**src/rtl/tiet_pkg.sv**
```systemverilog
`default_nettype none

package tiet_pkg;

  // Default sizes of the table and its fields.
  localparam int unsigned INDEX_BITS_DEF = 6;
  localparam int unsigned ID_BITS_DEF    = 22;
  localparam int unsigned COUNT_BITS_DEF = 32;

  // Command carried by an input beat.
  typedef enum logic [1:0] {
    MODE_ADD    = 2'd0,
    MODE_REMOVE = 2'd1,
    MODE_EVENT  = 2'd2,
    MODE_READ   = 2'd3
  } mode_e;

  // Outcome reported with every result beat.
  typedef enum logic [1:0] {
    STATUS_OK      = 2'd0,
    STATUS_DUP     = 2'd1,
    STATUS_MISSING = 2'd2,
    STATUS_FULL    = 2'd3
  } status_e;

endpackage

`default_nettype wire

```
**src/rtl/tiet_if.sv**
```systemverilog
`default_nettype none

// Command channel.
interface tiet_in_if #(
  parameter int unsigned INDEX_BITS = tiet_pkg::INDEX_BITS_DEF,
  parameter int unsigned ID_BITS    = tiet_pkg::ID_BITS_DEF
);
  logic                  valid;
  logic                  ready;
  logic [1:0]            mode;
  logic [ID_BITS-1:0]    proc_id;
  logic [INDEX_BITS-1:0] slot_index;

  modport source (output valid, mode, proc_id, slot_index, input ready);
  modport sink   (input valid, mode, proc_id, slot_index, output ready);
endinterface

// Result channel.
interface tiet_out_if #(
  parameter int unsigned INDEX_BITS = tiet_pkg::INDEX_BITS_DEF,
  parameter int unsigned ID_BITS    = tiet_pkg::ID_BITS_DEF,
  parameter int unsigned COUNT_BITS = tiet_pkg::COUNT_BITS_DEF
);
  logic                  valid;
  logic                  ready;
  logic [1:0]            status;
  logic                  entry_valid;
  logic [ID_BITS-1:0]    entry_id;
  logic [COUNT_BITS-1:0] event_count;
  logic [INDEX_BITS:0]   tracked_total;

  modport source (output valid, status, entry_valid, entry_id, event_count, tracked_total,
                  input ready);
  modport sink   (input valid, status, entry_valid, entry_id, event_count, tracked_total,
                  output ready);
endinterface

`default_nettype wire

```
**src/rtl/tiet_ram.sv**
```systemverilog
`default_nettype none

module tiet_ram #(
  parameter int unsigned WIDTH = 8,
  parameter int unsigned DEPTH = 64,
  localparam int unsigned ADDR_BITS = (DEPTH > 1) ? $clog2(DEPTH) : 1
) (
  input  wire logic                 clk_i,
  input  wire logic                 we_i,
  input  wire logic [ADDR_BITS-1:0] waddr_i,
  input  wire logic [WIDTH-1:0]     wdata_i,
  input  wire logic                 re_i,
  input  wire logic [ADDR_BITS-1:0] raddr_i,
  output logic      [WIDTH-1:0]     rdata_o
);

  logic [WIDTH-1:0] mem_q [DEPTH];

  // One write port and one registered read port.
  always_ff @(posedge clk_i) begin
    if (we_i) begin
      mem_q[waddr_i] <= wdata_i;
    end
    if (re_i) begin
      rdata_o <= mem_q[raddr_i];
    end
  end

endmodule

`default_nettype wire

```
**src/rtl/tiet_core.sv**
```systemverilog
`default_nettype none

module tiet_core #(
  parameter int unsigned INDEX_BITS = tiet_pkg::INDEX_BITS_DEF,
  parameter int unsigned ID_BITS    = tiet_pkg::ID_BITS_DEF,
  parameter int unsigned COUNT_BITS = tiet_pkg::COUNT_BITS_DEF,
  localparam int unsigned WORD_BITS = 1 + ID_BITS + COUNT_BITS
) (
  input  wire logic                  clk_i,
  input  wire logic                  rst_ni,
  // Command side.
  input  wire logic                  in_valid_i,
  output logic                       in_ready_o,
  input  wire logic [1:0]            in_mode_i,
  input  wire logic [ID_BITS-1:0]    in_proc_id_i,
  input  wire logic [INDEX_BITS-1:0] in_slot_index_i,
  // Result side.
  output logic                       res_valid_o,
  input  wire logic                  res_ready_i,
  output logic      [1:0]            res_status_o,
  output logic                       res_entry_valid_o,
  output logic      [ID_BITS-1:0]    res_entry_id_o,
  output logic      [COUNT_BITS-1:0] res_event_count_o,
  output logic      [INDEX_BITS:0]   res_tracked_total_o,
  // Slot memory.
  output logic                       mem_we_o,
  output logic      [INDEX_BITS-1:0] mem_waddr_o,
  output logic      [WORD_BITS-1:0]  mem_wdata_o,
  output logic                       mem_re_o,
  output logic      [INDEX_BITS-1:0] mem_raddr_o,
  input  wire logic [WORD_BITS-1:0]  mem_rdata_i
);

  import tiet_pkg::*;

  localparam logic [INDEX_BITS-1:0] LAST_SLOT = '1;

  typedef enum logic [1:0] {
    ST_CLEAR,
    ST_IDLE,
    ST_SCAN,
    ST_RESP
  } state_e;

  state_e                state_q, state_d;
  logic [INDEX_BITS-1:0] addr_q, addr_d;
  logic                  issued_all_q, issued_all_d;
  logic                  chk_vld_q, chk_vld_d;
  logic [INDEX_BITS-1:0] chk_addr_q, chk_addr_d;
  logic                  chk_last_q, chk_last_d;
  mode_e                 mode_q, mode_d;
  logic [ID_BITS-1:0]    key_q, key_d;
  logic                  free_vld_q, free_vld_d;
  logic [INDEX_BITS-1:0] free_idx_q, free_idx_d;
  logic [INDEX_BITS:0]   occ_q, occ_d;
  status_e               res_status_q, res_status_d;
  logic                  res_valid_q, res_valid_d;
  logic [ID_BITS-1:0]    res_id_q, res_id_d;
  logic [COUNT_BITS-1:0] res_count_q, res_count_d;
  logic [INDEX_BITS:0]   res_total_q, res_total_d;

  logic                  rd_used;
  logic [ID_BITS-1:0]    rd_id;
  logic [COUNT_BITS-1:0] rd_count;
  logic                  rd_hit;

  // Slot word layout: used flag, ID, counter.
  assign rd_used  = mem_rdata_i[WORD_BITS-1];
  assign rd_id    = mem_rdata_i[COUNT_BITS +: ID_BITS];
  assign rd_count = mem_rdata_i[COUNT_BITS-1:0];
  assign rd_hit   = rd_used && (rd_id == key_q);

  // Sequencer: clearing pass, then one command at a time, reading the addressed slot or scanning the slots.
  always_comb begin
    state_d      = state_q;
    addr_d       = addr_q;
    issued_all_d = issued_all_q;
    chk_vld_d    = chk_vld_q;
    chk_addr_d   = chk_addr_q;
    chk_last_d   = chk_last_q;
    mode_d       = mode_q;
    key_d        = key_q;
    free_vld_d   = free_vld_q;
    free_idx_d   = free_idx_q;
    occ_d        = occ_q;
    res_status_d = res_status_q;
    res_valid_d  = res_valid_q;
    res_id_d     = res_id_q;
    res_count_d  = res_count_q;
    res_total_d  = res_total_q;
    mem_we_o     = 1'b0;
    mem_waddr_o  = chk_addr_q;
    mem_wdata_o  = '0;
    mem_re_o     = 1'b0;
    mem_raddr_o  = addr_q;

    case (state_q)
      ST_CLEAR: begin
        mem_we_o    = 1'b1;
        mem_waddr_o = addr_q;
        addr_d      = addr_q + INDEX_BITS'(1);
        if (addr_q == LAST_SLOT) begin
          state_d = ST_IDLE;
        end
      end

      ST_IDLE: begin
        if (in_valid_i) begin
          mem_re_o   = 1'b1;
          mode_d     = mode_e'(in_mode_i);
          key_d      = in_proc_id_i;
          free_vld_d = 1'b0;
          chk_vld_d  = 1'b1;
          state_d    = ST_SCAN;
          if (mode_e'(in_mode_i) == MODE_READ) begin
            mem_raddr_o  = in_slot_index_i;
            issued_all_d = 1'b1;
            chk_last_d   = 1'b1;
          end else begin
            mem_raddr_o  = '0;
            addr_d       = INDEX_BITS'(1);
            issued_all_d = 1'b0;
            chk_last_d   = 1'b0;
          end
          chk_addr_d = mem_raddr_o;
        end
      end

      ST_SCAN: begin
        // Issue the next slot read while the previous one is checked.
        chk_vld_d = 1'b0;
        if (!issued_all_q) begin
          mem_re_o     = 1'b1;
          mem_raddr_o  = addr_q;
          chk_vld_d    = 1'b1;
          chk_addr_d   = addr_q;
          chk_last_d   = (addr_q == LAST_SLOT);
          issued_all_d = (addr_q == LAST_SLOT);
          addr_d       = addr_q + INDEX_BITS'(1);
        end

        if (chk_vld_q) begin
          res_valid_d  = 1'b0;
          res_id_d     = '0;
          res_count_d  = '0;
          res_status_d = STATUS_OK;
          case (mode_q)
            MODE_READ: begin
              res_valid_d = rd_used;
              res_id_d    = rd_used ? rd_id : '0;
              res_count_d = rd_used ? rd_count : '0;
              state_d     = ST_RESP;
            end
            MODE_ADD: begin
              if (rd_hit) begin
                res_status_d = STATUS_DUP;
                res_id_d     = key_q;
                res_count_d  = rd_count;
                state_d      = ST_RESP;
              end else if (chk_last_q) begin
                if (free_vld_q || !rd_used) begin
                  mem_we_o    = 1'b1;
                  mem_waddr_o = free_vld_q ? free_idx_q : chk_addr_q;
                  mem_wdata_o = {1'b1, key_q, {COUNT_BITS{1'b0}}};
                  occ_d       = occ_q + (INDEX_BITS+1)'(1);
                  res_id_d    = key_q;
                end else begin
                  res_status_d = STATUS_FULL;
                end
                state_d = ST_RESP;
              end else if (!rd_used && !free_vld_q) begin
                free_vld_d = 1'b1;
                free_idx_d = chk_addr_q;
              end
            end
            MODE_REMOVE: begin
              if (rd_hit) begin
                mem_we_o    = 1'b1;
                mem_wdata_o = '0;
                if (occ_q != '0) begin
                  occ_d = occ_q - (INDEX_BITS+1)'(1);
                end
                res_id_d    = key_q;
                res_count_d = rd_count;
                state_d     = ST_RESP;
              end else if (chk_last_q) begin
                res_status_d = STATUS_MISSING;
                state_d      = ST_RESP;
              end
            end
            MODE_EVENT: begin
              if (rd_hit) begin
                mem_we_o    = 1'b1;
                mem_wdata_o = {1'b1, key_q, rd_count + COUNT_BITS'(1)};
                res_id_d    = key_q;
                res_count_d = rd_count + COUNT_BITS'(1);
                state_d     = ST_RESP;
              end else if (chk_last_q) begin
                res_status_d = STATUS_MISSING;
                state_d      = ST_RESP;
              end
            end
            default: begin
              state_d = ST_RESP;
            end
          endcase
          if (state_d == ST_RESP) begin
            chk_vld_d   = 1'b0;
            res_total_d = occ_d;
          end
        end
      end

      ST_RESP: begin
        if (res_ready_i) begin
          state_d = ST_IDLE;
        end
      end

      default: begin
        state_d = ST_IDLE;
      end
    endcase
  end

  always_ff @(posedge clk_i or negedge rst_ni) begin
    if (!rst_ni) begin
      state_q      <= ST_CLEAR;
      addr_q       <= '0;
      issued_all_q <= 1'b0;
      chk_vld_q    <= 1'b0;
      chk_addr_q   <= '0;
      chk_last_q   <= 1'b0;
      mode_q       <= MODE_ADD;
      key_q        <= '0;
      free_vld_q   <= 1'b0;
      free_idx_q   <= '0;
      occ_q        <= '0;
      res_status_q <= STATUS_OK;
      res_valid_q  <= 1'b0;
      res_id_q     <= '0;
      res_count_q  <= '0;
      res_total_q  <= '0;
    end else begin
      state_q      <= state_d;
      addr_q       <= addr_d;
      issued_all_q <= issued_all_d;
      chk_vld_q    <= chk_vld_d;
      chk_addr_q   <= chk_addr_d;
      chk_last_q   <= chk_last_d;
      mode_q       <= mode_d;
      key_q        <= key_d;
      free_vld_q   <= free_vld_d;
      free_idx_q   <= free_idx_d;
      occ_q        <= occ_d;
      res_status_q <= res_status_d;
      res_valid_q  <= res_valid_d;
      res_id_q     <= res_id_d;
      res_count_q  <= res_count_d;
      res_total_q  <= res_total_d;
    end
  end

  assign in_ready_o          = (state_q == ST_IDLE);
  assign res_valid_o         = (state_q == ST_RESP);
  assign res_status_o        = res_status_q;
  assign res_entry_valid_o   = res_valid_q;
  assign res_entry_id_o      = res_id_q;
  assign res_event_count_o   = res_count_q;
  assign res_tracked_total_o = res_total_q;

endmodule

`default_nettype wire

```
**src/rtl/tracked_id_event_counter_table.sv**
```systemverilog
`default_nettype none

// Channel  Dir  Fields
// in_i     in   mode, proc_id, slot_index
// out_o    out  status, entry_valid, entry_id, event_count, tracked_total
//
// Slots live in one memory with a single read port; lookups read one slot per cycle.
// A read command reads only the addressed slot; a lookup scans from slot 0 and stops at a match,
// and a miss or a fresh add scans every slot.
// After reset a clearing pass writes every slot before in_i.ready rises.
// A result waits in the output register while the next command is taken and scanned.

module tracked_id_event_counter_table #(
  parameter int unsigned INDEX_BITS = tiet_pkg::INDEX_BITS_DEF,
  parameter int unsigned ID_BITS    = tiet_pkg::ID_BITS_DEF,
  parameter int unsigned COUNT_BITS = tiet_pkg::COUNT_BITS_DEF
) (
  input wire logic   clk_i,
  input wire logic   rst_ni,
  tiet_in_if.sink    in_i,
  tiet_out_if.source out_o
);

  import tiet_pkg::*;

  localparam int unsigned WORD_BITS = 1 + ID_BITS + COUNT_BITS;
  localparam int unsigned SLOTS     = 1 << INDEX_BITS;

  logic                  res_valid;
  logic                  res_ready;
  logic [1:0]            res_status;
  logic                  res_entry_valid;
  logic [ID_BITS-1:0]    res_entry_id;
  logic [COUNT_BITS-1:0] res_event_count;
  logic [INDEX_BITS:0]   res_tracked_total;

  logic                  mem_we;
  logic [INDEX_BITS-1:0] mem_waddr;
  logic [WORD_BITS-1:0]  mem_wdata;
  logic                  mem_re;
  logic [INDEX_BITS-1:0] mem_raddr;
  logic [WORD_BITS-1:0]  mem_rdata;

  logic                  out_vld_q;
  logic [1:0]            out_status_q;
  logic                  out_entry_valid_q;
  logic [ID_BITS-1:0]    out_entry_id_q;
  logic [COUNT_BITS-1:0] out_event_count_q;
  logic [INDEX_BITS:0]   out_tracked_total_q;

  tiet_core #(
    .INDEX_BITS (INDEX_BITS),
    .ID_BITS    (ID_BITS),
    .COUNT_BITS (COUNT_BITS)
  ) u_core (
    .clk_i               (clk_i),
    .rst_ni              (rst_ni),
    .in_valid_i          (in_i.valid),
    .in_ready_o          (in_i.ready),
    .in_mode_i           (in_i.mode),
    .in_proc_id_i        (in_i.proc_id),
    .in_slot_index_i     (in_i.slot_index),
    .res_valid_o         (res_valid),
    .res_ready_i         (res_ready),
    .res_status_o        (res_status),
    .res_entry_valid_o   (res_entry_valid),
    .res_entry_id_o      (res_entry_id),
    .res_event_count_o   (res_event_count),
    .res_tracked_total_o (res_tracked_total),
    .mem_we_o            (mem_we),
    .mem_waddr_o         (mem_waddr),
    .mem_wdata_o         (mem_wdata),
    .mem_re_o            (mem_re),
    .mem_raddr_o         (mem_raddr),
    .mem_rdata_i         (mem_rdata)
  );

  tiet_ram #(
    .WIDTH (WORD_BITS),
    .DEPTH (SLOTS)
  ) u_slot_ram (
    .clk_i   (clk_i),
    .we_i    (mem_we),
    .waddr_i (mem_waddr),
    .wdata_i (mem_wdata),
    .re_i    (mem_re),
    .raddr_i (mem_raddr),
    .rdata_o (mem_rdata)
  );

  // Output register: takes a finished result when empty or being drained.
  assign res_ready = !out_vld_q || out_o.ready;

  always_ff @(posedge clk_i or negedge rst_ni) begin
    if (!rst_ni) begin
      out_vld_q <= 1'b0;
    end else if (res_valid && res_ready) begin
      out_vld_q <= 1'b1;
    end else if (out_o.ready) begin
      out_vld_q <= 1'b0;
    end
  end

  always_ff @(posedge clk_i) begin
    if (res_valid && res_ready) begin
      out_status_q        <= res_status;
      out_entry_valid_q   <= res_entry_valid;
      out_entry_id_q      <= res_entry_id;
      out_event_count_q   <= res_event_count;
      out_tracked_total_q <= res_tracked_total;
    end
  end

  assign out_o.valid         = out_vld_q;
  assign out_o.status        = out_status_q;
  assign out_o.entry_valid   = out_entry_valid_q;
  assign out_o.entry_id      = out_entry_id_q;
  assign out_o.event_count   = out_event_count_q;
  assign out_o.tracked_total = out_tracked_total_q;

`ifndef SYNTHESIS
  // Only one command is in flight: ready drops right after a beat is taken.
  assert property (@(posedge clk_i) disable iff (!rst_ni)
    in_i.valid && in_i.ready |=> !in_i.ready)
    else $error("command accepted while another is in flight");

  // The tracked count never exceeds the number of slots.
  assert property (@(posedge clk_i) disable iff (!rst_ni)
    out_o.valid |-> out_o.tracked_total <= (INDEX_BITS+1)'(SLOTS))
    else $error("tracked total exceeds table size");

  // A slot report always carries an ok status.
  assert property (@(posedge clk_i) disable iff (!rst_ni)
    out_o.valid && out_o.entry_valid |-> out_o.status == STATUS_OK)
    else $error("slot report with error status");

  // Failed lookups and a full table report no entry data.
  assert property (@(posedge clk_i) disable iff (!rst_ni)
    out_o.valid && (out_o.status == STATUS_MISSING || out_o.status == STATUS_FULL)
      |-> out_o.entry_id == '0 && out_o.event_count == '0)
    else $error("error result carries entry data");
`endif

endmodule

`default_nettype wire

```
**src/flat_wrapper.sv**
```systemverilog
// flat-port wrapper written by rule: the top's interface ports become plain ports
module tracked_id_event_counter_table_flat import tiet_pkg::*;
#(
  parameter int unsigned INDEX_BITS = tiet_pkg::INDEX_BITS_DEF,
  parameter int unsigned ID_BITS    = tiet_pkg::ID_BITS_DEF,
  parameter int unsigned COUNT_BITS = tiet_pkg::COUNT_BITS_DEF
)
  (clk_i, rst_ni, in_i_valid, in_i_mode, in_i_proc_id, in_i_slot_index, in_i_ready, out_o_valid, out_o_status, out_o_entry_valid, out_o_entry_id, out_o_event_count, out_o_tracked_total, out_o_ready);
  tiet_in_if #(.INDEX_BITS(INDEX_BITS), .ID_BITS(ID_BITS)) in_i_i ();
  tiet_out_if #(.INDEX_BITS(INDEX_BITS), .ID_BITS(ID_BITS), .COUNT_BITS(COUNT_BITS)) out_o_i ();
  input wire logic clk_i;
  input wire logic rst_ni;
  input wire logic [$bits(in_i_i.valid)-1:0] in_i_valid;
  input wire logic [$bits(in_i_i.mode)-1:0] in_i_mode;
  input wire logic [$bits(in_i_i.proc_id)-1:0] in_i_proc_id;
  input wire logic [$bits(in_i_i.slot_index)-1:0] in_i_slot_index;
  output wire logic [$bits(in_i_i.ready)-1:0] in_i_ready;
  output wire logic [$bits(out_o_i.valid)-1:0] out_o_valid;
  output wire logic [$bits(out_o_i.status)-1:0] out_o_status;
  output wire logic [$bits(out_o_i.entry_valid)-1:0] out_o_entry_valid;
  output wire logic [$bits(out_o_i.entry_id)-1:0] out_o_entry_id;
  output wire logic [$bits(out_o_i.event_count)-1:0] out_o_event_count;
  output wire logic [$bits(out_o_i.tracked_total)-1:0] out_o_tracked_total;
  input wire logic [$bits(out_o_i.ready)-1:0] out_o_ready;
  assign in_i_i.valid = in_i_valid;
  assign in_i_i.mode = in_i_mode;
  assign in_i_i.proc_id = in_i_proc_id;
  assign in_i_i.slot_index = in_i_slot_index;
  assign in_i_ready = in_i_i.ready;
  assign out_o_valid = out_o_i.valid;
  assign out_o_status = out_o_i.status;
  assign out_o_entry_valid = out_o_i.entry_valid;
  assign out_o_entry_id = out_o_i.entry_id;
  assign out_o_event_count = out_o_i.event_count;
  assign out_o_tracked_total = out_o_i.tracked_total;
  assign out_o_i.ready = out_o_ready;
  tracked_id_event_counter_table #(.INDEX_BITS(INDEX_BITS), .ID_BITS(ID_BITS), .COUNT_BITS(COUNT_BITS)) u_core (.clk_i(clk_i), .rst_ni(rst_ni), .in_i(in_i_i), .out_o(out_o_i));
endmodule
```
**config.mk**
```make
export PLATFORM = sky130hd
export DESIGN_NAME = tracked_id_event_counter_table_flat
export DESIGN_NICKNAME = d
export VERILOG_FILES = /design/src/rtl/tiet_pkg.sv /design/src/rtl/tiet_if.sv /design/src/rtl/tiet_ram.sv /design/src/rtl/tiet_core.sv /design/src/rtl/tracked_id_event_counter_table.sv /design/src/flat_wrapper.sv
export SDC_FILE = /design/constraint.sdc
export NUM_CORES = 2
export LEC_CHECK = 0
export CAP_MARGIN = 20
export CORE_ASPECT_RATIO = 0.75
export CORE_MARGIN = 2
export CORE_UTILIZATION = 45
export DETAILED_ROUTE_END_ITERATION = 12
export DONT_BUFFER_PORTS = 1
export PLACE_DENSITY = 0.68
export SYNTH_ARGS = -nofsm -noshare
export SYNTH_HDL_FRONTEND = slang
export SYNTH_SLANG_ARGS = --single-unit
```
**constraint.sdc**
```tcl
create_clock -name clk_i -period 10.7 [get_ports clk_i]
set_clock_uncertainty 0.15 [all_clocks]
set_input_delay 0 -clock clk_i [delete_from_list [all_inputs] [get_ports clk_i]]
set_output_delay 0 -clock clk_i [all_outputs]
set_load 0.05 [all_outputs]
```
==> qor.txt <==
Root Driver - clkbuf_16
global-route wire length before repair - 669000 um
FF-to-FF Start - u_core.u_core.key_q[3]$_DFFE_PN0P_
initial antenna violation count - 50
Clock Power Share - 43.4%
Worst setup EP type - flop
GRT overflow - 0
Seq/Total Area, Yosys - 76.2%
reg2reg setup slack - 3.59 ns
Synth-to-Final Area Change - 12.3%
Core Rows - 181
Post-synth EDFFs - 3639
post-synth top area cell - edfxtp_1
I/O Pins - 100
Die Width - 665 um
CTS H-Tree Depth - 5
clk sink count - 3759
most frequent CP cell - buf_4
post-DR wirelength/cell - 37.2 um
Via density - 6.73
top fanout value on the critical path - 26
Slew @ Worst Pin - 1.26 ns
Overall Global Routing Usage - 28.8%
critical path's top delay family - simple AND/OR/NAND/NOR gates
synth unique cells - 88
Cell Area, Synth - 0.147 mm^2
Post-synth top flop - edfxtp_1
PwrDens - 170 mW/mm^2
TritonCTS Buffers - 346
die span in y - 499 um
Fmax - 0.141 GHz
slew margin rel. - 15.8%
Post-DRT Antenna Nets - 0
CP startpoint kind - flop
crit path launch - u_core.u_core.key_q[3]$_DFFE_PN0P_
Starting Density - 45.3%
setup_tns - 0 ns
top area cells in the synthesized netlist - edfxtp_1 (74%), mux4_2 (6.7%), mux2i_1 (2.9%), nand2_1 (2.2%), dfrtp_1 (2.0%)
DRT Pass-1 Iters - 6
Reg power frac - 56.5%
postcts setup bufs - 0
share of cells above drive strength 1 - 16.4%
switching power total - 5.51 mW
Mapped Cells - 8406
Final Hold Viols - 0
post-layout util - 50.9%
FF-to-FF End - u_core.u_slot_ram.mem_q[28][53]$_DFFE_PP_
cts hold-fix bufs - 62
Synth top area share - 74.2%
Worst EP required - 11.07 ns
DP Cell Count - 12500
Tcrit/Tclk final - 66.5%
DRC Markers - 0
asr flop ratio synth - 3.19%
Crit Path Class - reg -> reg
Vias - 88600
Die ar. - 0.332 mm^2
Final setup viols - 0
# resized after CTS - 0
worst min path class - in -> reg
Worst path slowest cell - nand3b_1
largest net degree at the start of global routing - 128
Worst-Skew Late Latency - 0.94 ns
CTS tree - done
Leakage Power - 49.9 nW
arrival time worst endpoint - 7.49 ns
core region area - 0.325 mm^2
top cells by count, synth - edfxtp_1 (3639), nand2_1 (876), a21oi_1 (585)
count leader, synth - edfxtp_1
switch share - 19.6%
R2R cell count - 10
post-route insts no fill - 13200
Syn Nets - 8454
Final #Nets - 8628
yosys warns - 0
status - completed
CTS clk-pin slew, worst paths - 0.07 ns
final wirelength - 489000 um
Max-Cap Viols - 0
Peak VDD IR - 0.000141 V
internal cell power - 22.6 mW
DR iter-0 viols - 17800
slowest stage delay, CP - 0.93 ns
Max Slew Vio Count - 0
number of global-route vias before repair - 81800
Period minus WS final - 7.11 ns
Post-DP HPWL - 294000 um
GPL Wtd Cong - 0.981
syn avg cell area - 17.5 um^2
Synth Register Bits - 3759
unrepaired setup endpoints after global routing - no
Bufs and invs on worst path - 3
crit-path cells - xnor2_1 > nand4_1 > nor4_4 > buf_4 > nand2_1 > a221o_1 > nand3b_1 > nor2_4 > buf_4 > buf_4
Logic pwr share - 0.1%
Worst setup endpoint - u_core.u_slot_ram.mem_q[28][53]$_DFFE_PP_
Crit. path cell count - 10
largest buffer count on any clock path - 4
I/O Buffers - 0
[through the flow]
step | setup WS (ns) | area (um^2) | power (mW) | hold slack [ns]
finish | 3.59 | 165000 | 28.1 | 0.0649
global route | 3.79 | 165000 | 28.7 | 0.0181
CTS | 3.98 | 165000 | 28.1 | 0.00439
detailed placement | 3.98 | 154000 | 16.2 | -0.439
global placement | 4.21 | 153000 | 16.2 | -0.441
floorplan | 4.01 | 147000 | 16.2 | -0.446
[cells in the final DEF, fill, tap and decap left out, types with 17 or more instances in the layout]
| cell type | Yosys | final |
|---|---|---|
| and2_1 | 51 | 28 |
| o221ai_1 | 125 | 125 |
| a221oi_1 | 53 | 53 |
| xor2_1 | 21 | 21 |
| xnor2_1 | 33 | 33 |
| a31oi_1 | 30 | 30 |
| o22ai_1 | 92 | 91 |
| a22oi_1 | 170 | 170 |
| nand3_1 | 208 | 208 |
| edfxtp_1 | 3639 | 3639 |
| clkbuf_16 | 0 | 354 |
| o221a_2 | 40 | 40 |
| or4_1 | 36 | 36 |
| a21o_1 | 26 | 25 |
| nand2_1 | 876 | 870 |
| buf_12 | 0 | 38 |
| mux2_2 | 30 | 29 |
| o21ai_0 | 227 | 226 |
| clkbuf_1 | 215 | 73 |
| inv_1 | 17 | 17 |
| clkinv_1 | 0 | 70 |
| dlygate4sd3_1 | 0 | 60 |
| nor3_1 | 66 | 51 |
| a21oi_1 | 585 | 581 |
| buf_4 | 41 | 243 |
| a22o_1 | 53 | 53 |
| and3_1 | 22 | 22 |
| dfrtp_1 | 120 | 120 |
| nor2_4 | 0 | 88 |
| nor2_1 | 180 | 91 |
| clkinv_2 | 0 | 50 |
| o211ai_1 | 26 | 26 |
| nand4_1 | 42 | 42 |
| mux2i_1 | 430 | 429 |
| mux4_2 | 435 | 435 |
| bufinv_16 | 0 | 23 |
[worst reg2reg max path, delay by kind of cell (launching register included)]
| kind | cells | cell delay, ns |
|---|---|---|
| compound gates | 1 | 0.71 |
| xor+xnor | 1 | 0.43 |
| simple gates | 5 | 3.38 |
| buf+inv | 3 | 1.56 |
| flops | 1 | 0.44 |
[final cells by class]
type | count | area [um^2]
multi-input combinational | 4100 | 33300
clock inverter | 183 | 1630
inverter | 17 | 63.8
antenna | 15 | 37.5
tap | 4300 | 5380
clock buffer | 437 | 9260
sequential | 3759 | 112000
fill | 25600 | 160000
timing repair buffer | 356 | 3450
[metal layers]
metal	track usage [%]	wire length, um	share of wire (%)	vias up
met5	0.303	349	0.071	-
met4	11.2	22200	4.5	30
met3	12.2	88300	18	1153
met2	39.6	202000	41	8267
met1	40.4	176000	36	45100
li1	-	-	-	34100
[state kept, by name (all words and copies together), names as in the netlist, 2 cells and up]
name / count
u_core.u_core.key_q: 22
u_core.out_o.event_count: 32
u_core.out_o.status: 2
u_core.out_o.entry_id: 22
u_core.u_core.res_entry_id_o: 22
u_core.u_core.occ_q: 7
u_core.u_slot_ram.rdata_o: 55
u_core.u_core.chk_addr_q: 6
u_core.u_core.free_idx_q: 6
u_core.u_core.res_tracked_total_o: 7
u_core.u_core.addr_q: 6
u_core.out_o.tracked_total: 7
u_core.u_core.mode_q: 2
u_core.u_core.res_event_count_o: 32
u_core.u_core.res_status_o: 2
u_core.u_slot_ram.mem_q: 3520
u_core.u_core.state_q: 2
[worst min path at each step]
stage / from / endpoint / slack, ns / cells past startpoint
after CTS: in_i_slot_index[5] / u_core.u_slot_ram.rdata_o[31]$_DFFE_PP_ / 0.004 / 3
after floorplan: rst_ni / u_core.out_o.valid$_DFFE_PN0P_ / -0.45 / 0
final: in_i_slot_index[5] / u_core.u_slot_ram.rdata_o[31]$_DFFE_PP_ / 0.06 / 3
after global placement: rst_ni / u_core.u_core.res_event_count_o[25]$_DFFE_PN0P_ / -0.44 / 0
after detailed placement: rst_ni / u_core.u_core.res_event_count_o[25]$_DFFE_PN0P_ / -0.44 / 0
after global routing: in_i_slot_index[5] / u_core.u_slot_ram.rdata_o[31]$_DFFE_PP_ / 0.02 / 3
[power by group through the flow]
| stage | clock network (mW) | registers, mW | logic [mW] |
|---|---|---|---|
| 2_1_floorplan | 0 | 16.2 | 0.00377 |
| 3_3_place_gp | 0 | 16.2 | 0.00472 |
| 3_5_place_dp | 0 | 16.2 | 0.00466 |
| 4_1_cts | 12.2 | 15.9 | 0.0376 |
| 5_1_grt | 12.8 | 15.9 | 0.0386 |
| 6_report | 12.2 | 15.9 | 0.0377 |
[logic make-up after synthesis]
logic type / Yosys count / synth area share, %
muxes: 895 / 9.80
adders and majority gates: 14 / 0.119
and+or+nand+nor: 1573 / 4.77
buffers and inverters: 547 / 1.83
AOI/OAI and AO/OA: 1564 / 6.92
xor gates and xnor gates: 54 / 0.321
DFF: 3759 / 76.2
Note: power is estimated with default switching activity, not from simulation.
